`src/rtl/core/multi_stage_envelope_player_top_defines.svh`:
```
// ----------------------------------------------------------------------------
// Assertion macros for the envelope player
// Concurrent checks that compile away in synthesis builds.
// ----------------------------------------------------------------------------
`ifndef MULTI_STAGE_ENVELOPE_PLAYER_TOP_DEFINES_SVH
`define MULTI_STAGE_ENVELOPE_PLAYER_TOP_DEFINES_SVH

`ifndef SYNTHESIS

// Same-cycle implication
`define MSENV_CHK_NOW(lbl, ante, cons, msg) \
  lbl: assert property (@(posedge clk) disable iff (rst) (ante) |-> (cons)) \
    else $error(msg);

// Next-cycle implication
`define MSENV_CHK_NEXT(lbl, ante, cons, msg) \
  lbl: assert property (@(posedge clk) disable iff (rst) (ante) |=> (cons)) \
    else $error(msg);

`else

`define MSENV_CHK_NOW(lbl, ante, cons, msg)
`define MSENV_CHK_NEXT(lbl, ante, cons, msg)

`endif

`endif

```
`src/rtl/core/msenv_pkg.sv`:
```
// ----------------------------------------------------------------------------
// msenv_pkg
// Shared constants, codes, table lookups and control structs for the
// multi-stage envelope player.
// ----------------------------------------------------------------------------
`default_nettype none

package msenv_pkg;

  // Parameter defaults
  localparam int STAGES_DEF  = 8;
  localparam int HOLDOFF_DEF = 4;

  // Field widths
  localparam int TIME_W     = 32;
  localparam int VAL_W      = 14;
  localparam int LEVEL_W    = 7;
  localparam int LEN_W      = 8;
  localparam int NUM_FIELDS = 8;
  localparam int LEVELS_W   = NUM_FIELDS * LEVEL_W;
  localparam int LENGTHS_W  = NUM_FIELDS * LEN_W;
  localparam int POS_W      = 4;
  localparam int IDX_W      = 5;
  localparam int HOLD_W     = 8;
  localparam int HELD_W     = 8;
  localparam int CFG_IDX_W  = 3;
  localparam int CFG_DATA_W = 64;
  localparam int SCALE_W    = 8;
  localparam int DUR_W      = LEN_W + SCALE_W;

  // Interpolation datapath widths
  localparam int PROD_W = VAL_W + TIME_W;      // ls * span
  localparam int NUM_W  = PROD_W + 2;          // signed numerator
  localparam int REM_W  = NUM_W - 1;
  localparam int DVS_W  = TIME_W + VAL_W - 1;  // span << 13
  localparam int DIV_STEPS = VAL_W;
  localparam int CNT_W  = $clog2(DIV_STEPS);

  // Event codes
  localparam logic [1:0] FUNC_TICK    = 2'd0;
  localparam logic [1:0] FUNC_ON      = 2'd1;
  localparam logic [1:0] FUNC_OFF     = 2'd2;
  localparam logic [1:0] FUNC_RESTART = 2'd3;

  // Play modes
  localparam logic [1:0] MODE_GATED  = 2'd0;
  localparam logic [1:0] MODE_TRIG   = 2'd1;
  localparam logic [1:0] MODE_LOOPED = 2'd2;
  localparam logic [1:0] MODE_FREE   = 2'd3;

  // Control types with 7-bit resolution
  localparam logic [2:0] CT_CC = 3'd1;
  localparam logic [2:0] CT_PC = 3'd4;
  localparam logic [2:0] CT_AT = 3'd6;

  // Register indexes
  localparam logic [CFG_IDX_W-1:0] REG_MODE    = 3'd0;
  localparam logic [CFG_IDX_W-1:0] REG_CLOCKED = 3'd1;
  localparam logic [CFG_IDX_W-1:0] REG_CTYPE   = 3'd2;
  localparam logic [CFG_IDX_W-1:0] REG_LEVELS  = 3'd3;
  localparam logic [CFG_IDX_W-1:0] REG_LENGTHS = 3'd4;

  // Misc constants
  localparam logic [LEN_W-1:0]   LEN_END       = 8'd255;
  localparam logic [SCALE_W-1:0] SCALE_CLOCKED = 8'd3;
  localparam logic [SCALE_W-1:0] SCALE_TICKS   = 8'd195;
  localparam logic [VAL_W-1:0]   VAL_MAX       = 14'd16383;
  localparam logic [HELD_W-1:0]  HELD_MAX      = 8'd255;
  localparam logic [2:0]         CTYPE_RESET   = CT_CC;

  // Controller to datapath commands
  typedef struct packed {
    logic accept;
    logic pre;
    logic mul1;
    logic mul2;
    logic chk;
    logic div_step;
    logic fin;
    logic load_out;
  } cmd_t;

  // Datapath to controller status
  typedef struct packed {
    logic pre_emit;
    logic pre_interp;
    logic chk_special;
    logic fin_emit;
    logic out_free;
  } status_t;

  // Stage level; stages past the register read as zero
  function automatic logic [LEVEL_W-1:0] level_of(input logic [LEVELS_W-1:0] levels,
                                                  input logic [IDX_W-1:0] idx);
    logic [LEVEL_W-1:0] r;
    r = '0;
    if (idx < IDX_W'(NUM_FIELDS)) r = levels[idx[2:0]*LEVEL_W +: LEVEL_W];
    return r;
  endfunction

  // Stage length; stages past the register read as end marker
  function automatic logic [LEN_W-1:0] length_of(input logic [LENGTHS_W-1:0] lengths,
                                                 input logic [IDX_W-1:0] idx);
    logic [LEN_W-1:0] r;
    r = LEN_END;
    if (idx < IDX_W'(NUM_FIELDS)) r = lengths[idx[2:0]*LEN_W +: LEN_W];
    return r;
  endfunction

endpackage

`default_nettype wire

```
`src/rtl/core/msenv_ctrl.sv`:
```
// ----------------------------------------------------------------------------
// msenv_ctrl
// Sequencer: takes a word, runs evaluation, then for interpolation the two
// multiply steps, the range check, the restoring divide (skipped on a special
// case) and the final compare; a result goes on to the output register.
// ----------------------------------------------------------------------------
`default_nettype none
`include "multi_stage_envelope_player_top_defines.svh"

module msenv_ctrl (
  input  wire logic              clk,
  input  wire logic              rst,
  input  wire logic              item_valid,
  output logic                   item_stall,
  output msenv_pkg::cmd_t        cmd,
  input  wire msenv_pkg::status_t st
);

  localparam logic [2:0] S_IDLE = 3'd0;
  localparam logic [2:0] S_PRE  = 3'd1;
  localparam logic [2:0] S_MUL1 = 3'd2;
  localparam logic [2:0] S_MUL2 = 3'd3;
  localparam logic [2:0] S_CHK  = 3'd4;
  localparam logic [2:0] S_DIV  = 3'd5;
  localparam logic [2:0] S_FIN  = 3'd6;
  localparam logic [2:0] S_EMIT = 3'd7;

  localparam logic [msenv_pkg::CNT_W-1:0] DIV_LAST =
    msenv_pkg::CNT_W'(msenv_pkg::DIV_STEPS - 1);

  logic [2:0]                    state, state_next;
  logic [msenv_pkg::CNT_W-1:0]   cnt, cnt_next;

  assign item_stall = (state != S_IDLE);

  // Next state and commands
  always_comb begin
    state_next = state;
    cnt_next   = cnt;
    cmd        = '0;
    unique case (state)
      S_IDLE: begin
        if (item_valid) begin
          cmd.accept = 1'b1;
          state_next = S_PRE;
        end
      end
      S_PRE: begin
        cmd.pre = 1'b1;
        if (st.pre_emit)        state_next = S_EMIT;
        else if (st.pre_interp) state_next = S_MUL1;
        else                    state_next = S_IDLE;
      end
      S_MUL1: begin
        cmd.mul1   = 1'b1;
        state_next = S_MUL2;
      end
      S_MUL2: begin
        cmd.mul2   = 1'b1;
        state_next = S_CHK;
      end
      S_CHK: begin
        cmd.chk = 1'b1;
        if (st.chk_special) begin
          state_next = S_FIN;
        end else begin
          state_next = S_DIV;
          cnt_next   = DIV_LAST;
        end
      end
      S_DIV: begin
        cmd.div_step = 1'b1;
        if (cnt == '0) state_next = S_FIN;
        else           cnt_next   = cnt - 1'b1;
      end
      S_FIN: begin
        cmd.fin = 1'b1;
        if (st.fin_emit) state_next = S_EMIT;
        else             state_next = S_IDLE;
      end
      S_EMIT: begin
        if (st.out_free) begin
          cmd.load_out = 1'b1;
          state_next   = S_IDLE;
        end
      end
    endcase
  end

  // State registers
  always_ff @(posedge clk) begin
    if (rst) begin
      state <= S_IDLE;
      cnt   <= '0;
    end else begin
      state <= state_next;
      cnt   <= cnt_next;
    end
  end

  `MSENV_CHK_NEXT(a_accept_to_pre, (state == S_IDLE) && item_valid, state == S_PRE, "accepted word did not start evaluation")
  `MSENV_CHK_NEXT(a_div_to_fin, (state == S_DIV) && (cnt == '0), state == S_FIN, "divide did not finish after last step")
  `MSENV_CHK_NEXT(a_emit_waits, (state == S_EMIT) && !st.out_free, state == S_EMIT, "result dropped while output busy")

endmodule

`default_nettype wire

```
`src/rtl/core/msenv_dp.sv`:
```
// ----------------------------------------------------------------------------
// msenv_dp
// Datapath: configuration registers, envelope state, stage transitions,
// interpolation multiply, restoring divider and output register.
// ----------------------------------------------------------------------------
`default_nettype none

module msenv_dp #(
  parameter int STAGES  = msenv_pkg::STAGES_DEF,
  parameter int HOLDOFF = msenv_pkg::HOLDOFF_DEF
) (
  input  wire logic                                clk,
  input  wire logic                                rst,
  // configuration
  input  wire logic                                cfg_valid,
  output logic                                     cfg_ready,
  input  wire logic [msenv_pkg::CFG_IDX_W-1:0]     cfg_index,
  input  wire logic [msenv_pkg::CFG_DATA_W-1:0]    cfg_data,
  // input word payload
  input  wire logic [1:0]                          func,
  input  wire logic [msenv_pkg::TIME_W-1:0]        now_time,
  // result channel
  output logic                                     result_valid,
  input  wire logic                                result_stall,
  output logic [msenv_pkg::VAL_W-1:0]              control_value,
  output logic [2:0]                               stage_index,
  // sequencer
  input  wire msenv_pkg::cmd_t                     cmd,
  output msenv_pkg::status_t                       st
);

  localparam int TW = msenv_pkg::TIME_W;
  localparam int VW = msenv_pkg::VAL_W;
  localparam int IW = msenv_pkg::IDX_W;
  localparam int LW = msenv_pkg::LEVEL_W;

  localparam logic [IW-1:0] STG_N    = IW'(STAGES);
  localparam logic [IW-1:0] STG_LAST = IW'(STAGES - 1);
  localparam logic [msenv_pkg::HOLD_W-1:0] HOLD_INIT = msenv_pkg::HOLD_W'(HOLDOFF);

  // Configuration
  logic [1:0]                         mode;
  logic                               clocked;
  logic [2:0]                         ctype;
  logic [msenv_pkg::LEVELS_W-1:0]     levels;
  logic [msenv_pkg::LENGTHS_W-1:0]    lengths;

  // Envelope state
  logic                               active;
  logic [msenv_pkg::POS_W-1:0]        pos;
  logic [TW-1:0]                      start_t;
  logic [TW-1:0]                      end_t;
  logic [VW-1:0]                      last;
  logic [msenv_pkg::HOLD_W-1:0]       holdoff;
  logic [msenv_pkg::HELD_W-1:0]       held;

  // Latched word and pending result stage
  logic [1:0]                         func_q;
  logic [TW-1:0]                      now_q;
  logic [2:0]                         pend_stage;

  // Interpolation registers
  logic [TW-1:0]                      span;
  logic [TW-1:0]                      elapsed;
  logic [VW-1:0]                      ls;
  logic [VW-1:0]                      le;
  logic [msenv_pkg::PROD_W-1:0]       prod1;
  logic signed [msenv_pkg::NUM_W-1:0] num;
  logic [msenv_pkg::REM_W-1:0]        rem;
  logic [msenv_pkg::DVS_W-1:0]        dvs;
  logic [VW-1:0]                      quo;

  // Evaluation logic
  logic                               restart, act0, act2;
  logic [msenv_pkg::HOLD_W-1:0]       hold0, hold1;
  logic [msenv_pkg::HELD_W-1:0]       held0, held2, held3;
  logic                               one_shot, looping;
  logic [IW-1:0]                      pos5, p_next, bidx, to5;
  logic                               do_start, do_live, past_end, end_shot, wrap;
  logic [TW-1:0]                      base_t;
  logic [msenv_pkg::SCALE_W-1:0]      scale;
  logic [msenv_pkg::DUR_W-1:0]        bdur;
  logic [LW-1:0]                      next_lvl, begin_lvl, from_lvl, to_lvl;

  // Multiply, check and divide logic
  logic signed [TW:0]                 el_s;
  logic signed [VW:0]                 diff;
  logic signed [msenv_pkg::NUM_W-1:0] term;
  logic [msenv_pkg::REM_W-1:0]        bound;
  logic [msenv_pkg::REM_W-1:0]        dvs_ext;
  logic                               q_bit;
  logic                               ct_trunc;
  logic [VW-1:0]                      vfin;

  assign cfg_ready = 1'b1;

  // Event handling, stage decision and status
  always_comb begin
    restart = (func_q == msenv_pkg::FUNC_RESTART);
    act0    = active & ~restart;
    hold0   = restart ? HOLD_INIT : holdoff;
    held0   = restart ? '0 : held;
    hold1   = (hold0 != '0) ? hold0 - 1'b1 : hold0;
    held2   = held0;
    act2    = act0;
    if (func_q == msenv_pkg::FUNC_OFF) begin
      if (held0 != '0) held2 = held0 - 1'b1;
      if (held2 == '0 && (mode == msenv_pkg::MODE_GATED || mode == msenv_pkg::MODE_LOOPED))
        act2 = 1'b0;
    end
    held3 = (func_q == msenv_pkg::FUNC_ON && held2 != msenv_pkg::HELD_MAX) ?
            held2 + 1'b1 : held2;

    one_shot = (mode == msenv_pkg::MODE_GATED || mode == msenv_pkg::MODE_TRIG);
    looping  = ~one_shot;
    pos5     = {1'b0, pos};
    p_next   = pos5 + 1'b1;

    do_start = ~act2 && (func_q == msenv_pkg::FUNC_ON || mode == msenv_pkg::MODE_FREE);
    do_live  = act2 && (hold1 == '0);
    past_end = (now_q >= end_t);
    end_shot = one_shot && (p_next == STG_LAST ||
               msenv_pkg::length_of(lengths, p_next) == msenv_pkg::LEN_END);
    wrap     = looping && (p_next >= STG_N ||
               msenv_pkg::length_of(lengths, p_next) == msenv_pkg::LEN_END);

    // Stage to begin and its timing
    bidx   = (do_start || wrap) ? '0 : p_next;
    base_t = do_start ? now_q : end_t;
    scale  = clocked ? msenv_pkg::SCALE_CLOCKED : msenv_pkg::SCALE_TICKS;
    bdur   = msenv_pkg::DUR_W'(msenv_pkg::length_of(lengths, bidx)) *
             msenv_pkg::DUR_W'(scale);

    // Interpolation target
    to5 = p_next;
    if (looping && (pos5 == STG_LAST ||
        msenv_pkg::length_of(lengths, p_next) == msenv_pkg::LEN_END))
      to5 = '0;
    if (to5 >= STG_N) to5 = '0;

    next_lvl  = msenv_pkg::level_of(levels, p_next);
    begin_lvl = msenv_pkg::level_of(levels, bidx);
    from_lvl  = msenv_pkg::level_of(levels, pos5);
    to_lvl    = msenv_pkg::level_of(levels, to5);

    st.pre_emit   = do_start || (do_live && past_end);
    st.pre_interp = ~do_start && do_live && ~past_end;

    // Numerator, range check and divide step
    el_s  = $signed({1'b0, elapsed});
    diff  = $signed({1'b0, le}) - $signed({1'b0, ls});
    term  = msenv_pkg::NUM_W'(el_s) * msenv_pkg::NUM_W'(diff);
    bound = {1'b0, span, {VW{1'b0}}};
    st.chk_special = (span == '0) || num[msenv_pkg::NUM_W-1] ||
                     (num[msenv_pkg::REM_W-1:0] >= bound);
    dvs_ext = {2'b00, dvs};
    q_bit   = (rem >= dvs_ext);
    ct_trunc = (ctype == msenv_pkg::CT_CC) || (ctype == msenv_pkg::CT_PC) ||
               (ctype == msenv_pkg::CT_AT);
    vfin = ct_trunc ? {quo[VW-1:LW], {LW{1'b0}}} : quo;
    st.fin_emit = (vfin != last);
    st.out_free = ~result_valid | ~result_stall;
  end

  // Configuration, envelope state and output valid
  always_ff @(posedge clk) begin
    if (rst) begin
      mode         <= msenv_pkg::MODE_GATED;
      clocked      <= 1'b0;
      ctype        <= msenv_pkg::CTYPE_RESET;
      levels       <= '0;
      lengths      <= '0;
      active       <= 1'b0;
      pos          <= '0;
      start_t      <= '0;
      end_t        <= '0;
      last         <= '0;
      holdoff      <= HOLD_INIT;
      held         <= '0;
      result_valid <= 1'b0;
    end else begin
      // register writes
      if (cfg_valid && cfg_ready) begin
        case (cfg_index)
          msenv_pkg::REG_MODE:    mode    <= cfg_data[1:0];
          msenv_pkg::REG_CLOCKED: clocked <= cfg_data[0];
          msenv_pkg::REG_CTYPE:   ctype   <= cfg_data[2:0];
          msenv_pkg::REG_LEVELS:  levels  <= cfg_data[msenv_pkg::LEVELS_W-1:0];
          msenv_pkg::REG_LENGTHS: lengths <= cfg_data[msenv_pkg::LENGTHS_W-1:0];
          default: ;
        endcase
      end

      // evaluation commit
      if (cmd.pre) begin
        held <= held3;
        if (st.pre_emit) begin
          holdoff <= HOLD_INIT;
          if (~do_start && end_shot) begin
            last   <= {next_lvl, {LW{1'b0}}};
            active <= 1'b0;
          end else begin
            active  <= 1'b1;
            pos     <= bidx[msenv_pkg::POS_W-1:0];
            last    <= {begin_lvl, {LW{1'b0}}};
            start_t <= base_t;
            end_t   <= base_t + TW'(bdur);
          end
        end else begin
          holdoff <= hold1;
          active  <= act2;
        end
      end

      // interpolated value changed
      if (cmd.fin && st.fin_emit) begin
        last    <= vfin;
        holdoff <= HOLD_INIT;
      end

      // output register
      if (cmd.load_out)                      result_valid <= 1'b1;
      else if (result_valid && !result_stall) result_valid <= 1'b0;
    end
  end

  // Payload registers
  always_ff @(posedge clk) begin
    if (cmd.accept) begin
      func_q <= func;
      now_q  <= now_time;
    end
    if (cmd.pre) begin
      if (~do_start && end_shot) pend_stage <= p_next[2:0];
      else                       pend_stage <= bidx[2:0];
      span    <= end_t - start_t;
      elapsed <= now_q - start_t;
      ls      <= {from_lvl, {LW{1'b0}}};
      le      <= {to_lvl, {LW{1'b0}}};
    end
    if (cmd.mul1) prod1 <= msenv_pkg::PROD_W'(ls) * msenv_pkg::PROD_W'(span);
    if (cmd.mul2) num   <= $signed({2'b00, prod1}) + term;
    if (cmd.chk) begin
      rem <= num[msenv_pkg::REM_W-1:0];
      dvs <= {span, {(VW-1){1'b0}}};
      if (span == '0)                                  quo <= le;
      else if (num[msenv_pkg::NUM_W-1])                quo <= '0;
      else if (num[msenv_pkg::REM_W-1:0] >= bound)     quo <= msenv_pkg::VAL_MAX;
      else                                             quo <= '0;
    end
    if (cmd.div_step) begin
      if (q_bit) rem <= rem - dvs_ext;
      quo <= {quo[VW-2:0], q_bit};
      dvs <= dvs >> 1;
    end
    if (cmd.fin && st.fin_emit) pend_stage <= pos[2:0];
    if (cmd.load_out) begin
      control_value <= last;
      stage_index   <= pend_stage;
    end
  end

endmodule

`default_nettype wire

```
`src/rtl/core/multi_stage_envelope_player_top.sv`:
```
// ----------------------------------------------------------------------------
// multi_stage_envelope_player_top
// Eight-stage level/length envelope player that sends a 14-bit controller
// value whenever the envelope output changes.
// ----------------------------------------------------------------------------
//
//  Channel  Signals                                   Direction  Handshake
//  -------  ----------------------------------------  ---------  ------------
//  item     item_valid item_stall func now_time       in         valid/stall
//  result   result_valid result_stall control_value   out        valid/stall
//           stage_index
//  cfg      cfg_valid cfg_ready cfg_index cfg_data    in         valid/ready
//
//  One word at a time. A word with no interpolation goes from evaluation
//  straight to the output register or back to idle; an interpolated word
//  runs the two multiply steps, the range check and the 14-step restoring
//  divider, which is skipped when the span is zero or the value clamps.
//  Reset is synchronous; no clearing pass is needed.
//  A result waits in the output register under result_stall while the next
//  word is taken; evaluation only pauses when a second result is ready.
//
`default_nettype none

module multi_stage_envelope_player_top #(
  parameter int STAGES  = msenv_pkg::STAGES_DEF,
  parameter int HOLDOFF = msenv_pkg::HOLDOFF_DEF
) (
  input  wire logic                              clk,
  input  wire logic                              rst,
  input  wire logic                              cfg_valid,
  output logic                                   cfg_ready,
  input  wire logic [msenv_pkg::CFG_IDX_W-1:0]   cfg_index,
  input  wire logic [msenv_pkg::CFG_DATA_W-1:0]  cfg_data,
  input  wire logic                              item_valid,
  output logic                                   item_stall,
  input  wire logic [1:0]                        func,
  input  wire logic [msenv_pkg::TIME_W-1:0]      now_time,
  output logic                                   result_valid,
  input  wire logic                              result_stall,
  output logic [msenv_pkg::VAL_W-1:0]            control_value,
  output logic [2:0]                             stage_index
);

  msenv_pkg::cmd_t    cmd;
  msenv_pkg::status_t st;

  // Sequencer
  msenv_ctrl u_ctrl (
    .clk        (clk),
    .rst        (rst),
    .item_valid (item_valid),
    .item_stall (item_stall),
    .cmd        (cmd),
    .st         (st)
  );

  // Datapath
  msenv_dp #(
    .STAGES  (STAGES),
    .HOLDOFF (HOLDOFF)
  ) u_dp (
    .clk           (clk),
    .rst           (rst),
    .cfg_valid     (cfg_valid),
    .cfg_ready     (cfg_ready),
    .cfg_index     (cfg_index),
    .cfg_data      (cfg_data),
    .func          (func),
    .now_time      (now_time),
    .result_valid  (result_valid),
    .result_stall  (result_stall),
    .control_value (control_value),
    .stage_index   (stage_index),
    .cmd           (cmd),
    .st            (st)
  );

endmodule

`default_nettype wire
```
`config.mk`:
```
export PLATFORM = sky130hd
export DESIGN_NAME = multi_stage_envelope_player_top
export DESIGN_NICKNAME = d
export VERILOG_FILES = /design/src/rtl/core/msenv_pkg.sv /design/src/rtl/core/msenv_ctrl.sv /design/src/rtl/core/msenv_dp.sv /design/src/rtl/core/multi_stage_envelope_player_top.sv
export VERILOG_INCLUDE_DIRS = /design/src /design/src/rtl/core
export SDC_FILE = /design/constraint.sdc
export NUM_CORES = 2
export LEC_CHECK = 0
export BUFFER_PORTS_ARGS = -buffer_cell sky130_fd_sc_hd__buf_4
export CORE_MARGIN = 3
export CORE_UTILIZATION = 55
export CTS_CLUSTER_SIZE = 10
export DETAILED_ROUTE_END_ITERATION = 8
export PLACE_DENSITY = 0.72
export SLEW_MARGIN = 20
export SYNTH_ARGS = -nofsm -noshare
export SYNTH_HDL_FRONTEND = slang
export SYNTH_HIERARCHICAL = 1
export SYNTH_SLANG_ARGS = --single-unit
export TNS_END_PERCENT = 30
```
`constraint.sdc`:
```
create_clock -name clk -period 19.6 [get_ports clk]
set_clock_uncertainty 0.15 [all_clocks]
set_input_delay 3.92 -clock clk [delete_from_list [all_inputs] [get_ports clk]]
set_output_delay 3.92 -clock clk [all_outputs]
set_load 0.01 [all_outputs]
```
==> results.md <==
- Status: finished with violations
- Failing checks: DRC
- Antenna diodes: 0
- Fin nets: 6,428
- Max H-tree Level: 3
- CP Launch Type: flop
- Hold path startpoint: u_dp/pend_stage[1]$_DFFE_PP_
- F_max: 104 MHz
- Largest net degree at the start of global routing: 94
- CTS tree: built
- CP max FO: 32
- Data arrival, critical path: 9.82 ns
- CTS resizes: 0
- Clock Sinks: 551
- RSZ-0062 raised after global routing: false
- Yosys top cell by area: edfxtp_1
- Drt via density: 5.88
- Clock transition at path regs: 0.06 ns
- Fillers: 7,529
- Worst path max stage delay: 1.04 ns
- Worst-case clock buffer depth: 3
- Avg Inst Size Synth: 8.90 µm²
- CTS Root Cell: clkbuf_16
- Grt ovf: 0
- Core Footprint: 0.0874 mm²
- Initial antenna violation count: 2
- Vias in the first global route: 38,600
- Worst setup EP type: flop
- Worst slew margin: 0.178
- Final Setup Violations: 0
- Crit Reg-Reg Startpoint: u_dp/ls[8]$_SDFFCE_PP0P_
- Crit-path most repeated cell: fa_1
- Setup TNS: 0 ns
- Antenna-violating nets left: 0
- Vias: 39,400
- CP Launch Point: u_dp/ls[8]$_SDFFCE_PP0P_
- Insertion delay to the later sink of the worst-skew pair: 0.64 ns
- DR iter-0 viols: 3,335
- Worst setup path category: flop to flop
- Critical path's slowest cell: o311ai_0
- WP data required: 19.82 ns
- Gate Count Post-Synth: 5,493
- Top FF cell, synth: dfxtp_1
- Max-cap violations: 0
- Most frequent cells in the layout: nand2_1 (846), inv_1 (636), ha_1 (435), a21oi_1 (399), fa_1 (387)
- Slew @ Worst Pin: 1.22 ns
- Yosys cell types: 92
- Synth top area share: 0.166
- Tot GR Track Use: 0.282
- Global-route wire length before repair: 210,000 µm
- Ports: 126
- Most common cell after layout, fill and taps aside: nand2_1
- DRT Wirelength: 132,000 µm
- Post-CTS Setup Repair Bufs: 0
- Wire length per cell: 19.6 µm
- Share of layout cells above drive strength 1: 0.0708
- Residual DRC: 1
- Die area: 0.0925 mm²
- Min Clock Period, post-route: 9.60 ns
- Mapped cell area: 0.0489 mm²
- Number of synthesized flops with an enable pin: 270
- Buffers added on ports: 124
- CTS buffer count: 70
- Worst min-delay path class: flop to flop
- DRT Pass-1 Iters: 8
- Effective utilization at floorplan: 0.559
- Final Hold Fails: 0
- Post-Syn Nets: 6,422
- Post-CTS Hold Buffers: 0
- YS warnings: 6
- #FFs+latches synth: 551
- Register area share after synthesis: 0.281
- Pins over their slew limit: 0
- Horiz. Die Dim: 304 µm
- Final Cycle Share: 0.490
- Asr flop ratio synth: 0
- Syn-to-layout area delta: 8.36%
- Post-detail-place hpwl: 101,000 µm
- FP Rows: 108
- Chip Height: 304 µm
- Gpl congestion: 0.950
- Synth top area cells: edfxtp_1 (17%), fa_1 (16%), dfxtp_1 (12%), ha_1 (11%), nand2_1 (6.5%)
-- through the flow --
stage               instances  worst slack (ns)  cell area [µm²]  hold slack, ns   util
finish                   6703             10.00            53000           0.266  0.606
global route             6703              9.50            53000           0.272  0.606
CTS                      6703             10.14            53000           0.267  0.606
detailed placement       6582             10.16            50900           0.255  0.582
global placement         6582             10.35            50900           0.256  0.582
floorplan                5493             11.26            48900           0.250      -
-- layout make-up --
cell class	instances	area, µm²	share of cell area
Clock buffer	105	1950	0.0369
Inverter	639	2400	0.0453
Multi-Input combinational cell	4066	32000	0.604
Tap cell	1155	1450	0.0273
Timing Repair Buffer	171	1290	0.0243
Clock inverter	16	149	0.00281
Sequential cell	551	13700	0.259
-- final timing paths --
path	to	depth (start not counted)	slack, ns
min reg2reg	u_dp/stage_index[1]$_DFFE_PP_	0	0.27
max reg2reg	u_dp/num[47]$_DFFE_PP_	31	10.00
max	u_dp/num[47]$_DFFE_PP_	31	10.00
min	u_dp/stage_index[1]$_DFFE_PP_	0	0.27
-- cells in the mapped netlist, types with 9 or more instances --
cell type / number
o211ai_1: 32
and2_1: 173
nand2b_1: 65
xnor2_1: 144
or2_2: 40
mux2i_1: 75
clkbuf_1: 203
xor2_1: 62
nand2_1: 846
o21bai_1: 27
nor3_1: 72
and3_1: 22
mux2_2: 13
nor2b_1: 81
o22ai_1: 16
a211oi_1: 55
nor3b_1: 9
o21a_1: 31
a31oi_1: 36
nor2_1: 299
or3_1: 27
nand3_1: 67
a311oi_1: 14
nor4_1: 22
a21oi_1: 399
buf_1: 21
mux4_2: 29
buf_2: 9
o31ai_1: 24
dfxtp_1: 281
o21ai_0: 235
ha_1: 436
a22oi_1: 22
a21o_1: 113
inv_1: 636
edfxtp_1: 270
nand4_1: 47
fa_1: 387
-- per-layer routing --
layer | track usage | part of all wire
met1 | 0.383 | 0.42
met5 | 0 | 0
met2 | 0.461 | 0.47
met4 | 0.103 | 0.040
met3 | 0.0396 | 0.067
-- kinds of logic after synthesis --
logic type	synth area share
AOI/OAI and AO/OA	0.141
xor gates and xnor gates	0.0369
adders and majority gates	0.270
buffers and inverters	0.0680
DFF	0.281
muxes	0.0317
other	0.0000767
and+or+nand+nor	0.171
-- worst max-delay path, delay by kind of cell, from the launching register on --
kind            cells  cell delay, ns
simple gates        3            0.41
fa+ha+maj           8            3.55
flops               1            0.32
compound gates     12            3.52
xor+xnor            2            0.22
buf+inv             6            1.08
-- sequential cells by signal, indices dropped and copies added (netlist names), 7 cells and up --
register            count
u_dp/control_value     14
u_dp/dvs               45
u_dp/elapsed           32
u_dp/end_t             32
u_dp/held               8
u_dp/holdoff            8
u_dp/last              14
u_dp/le                 7
u_dp/lengths           64
u_dp/levels            56
u_dp/ls                 7
u_dp/now_q             32
u_dp/num               41
u_dp/prod1             39
u_dp/quo               14
u_dp/rem               47
u_dp/span              32
u_dp/start_t           32
Power is left out: the tool's default activity adds up to more than one toggle a clock period on the data nets, which glitch-free logic cannot reach.
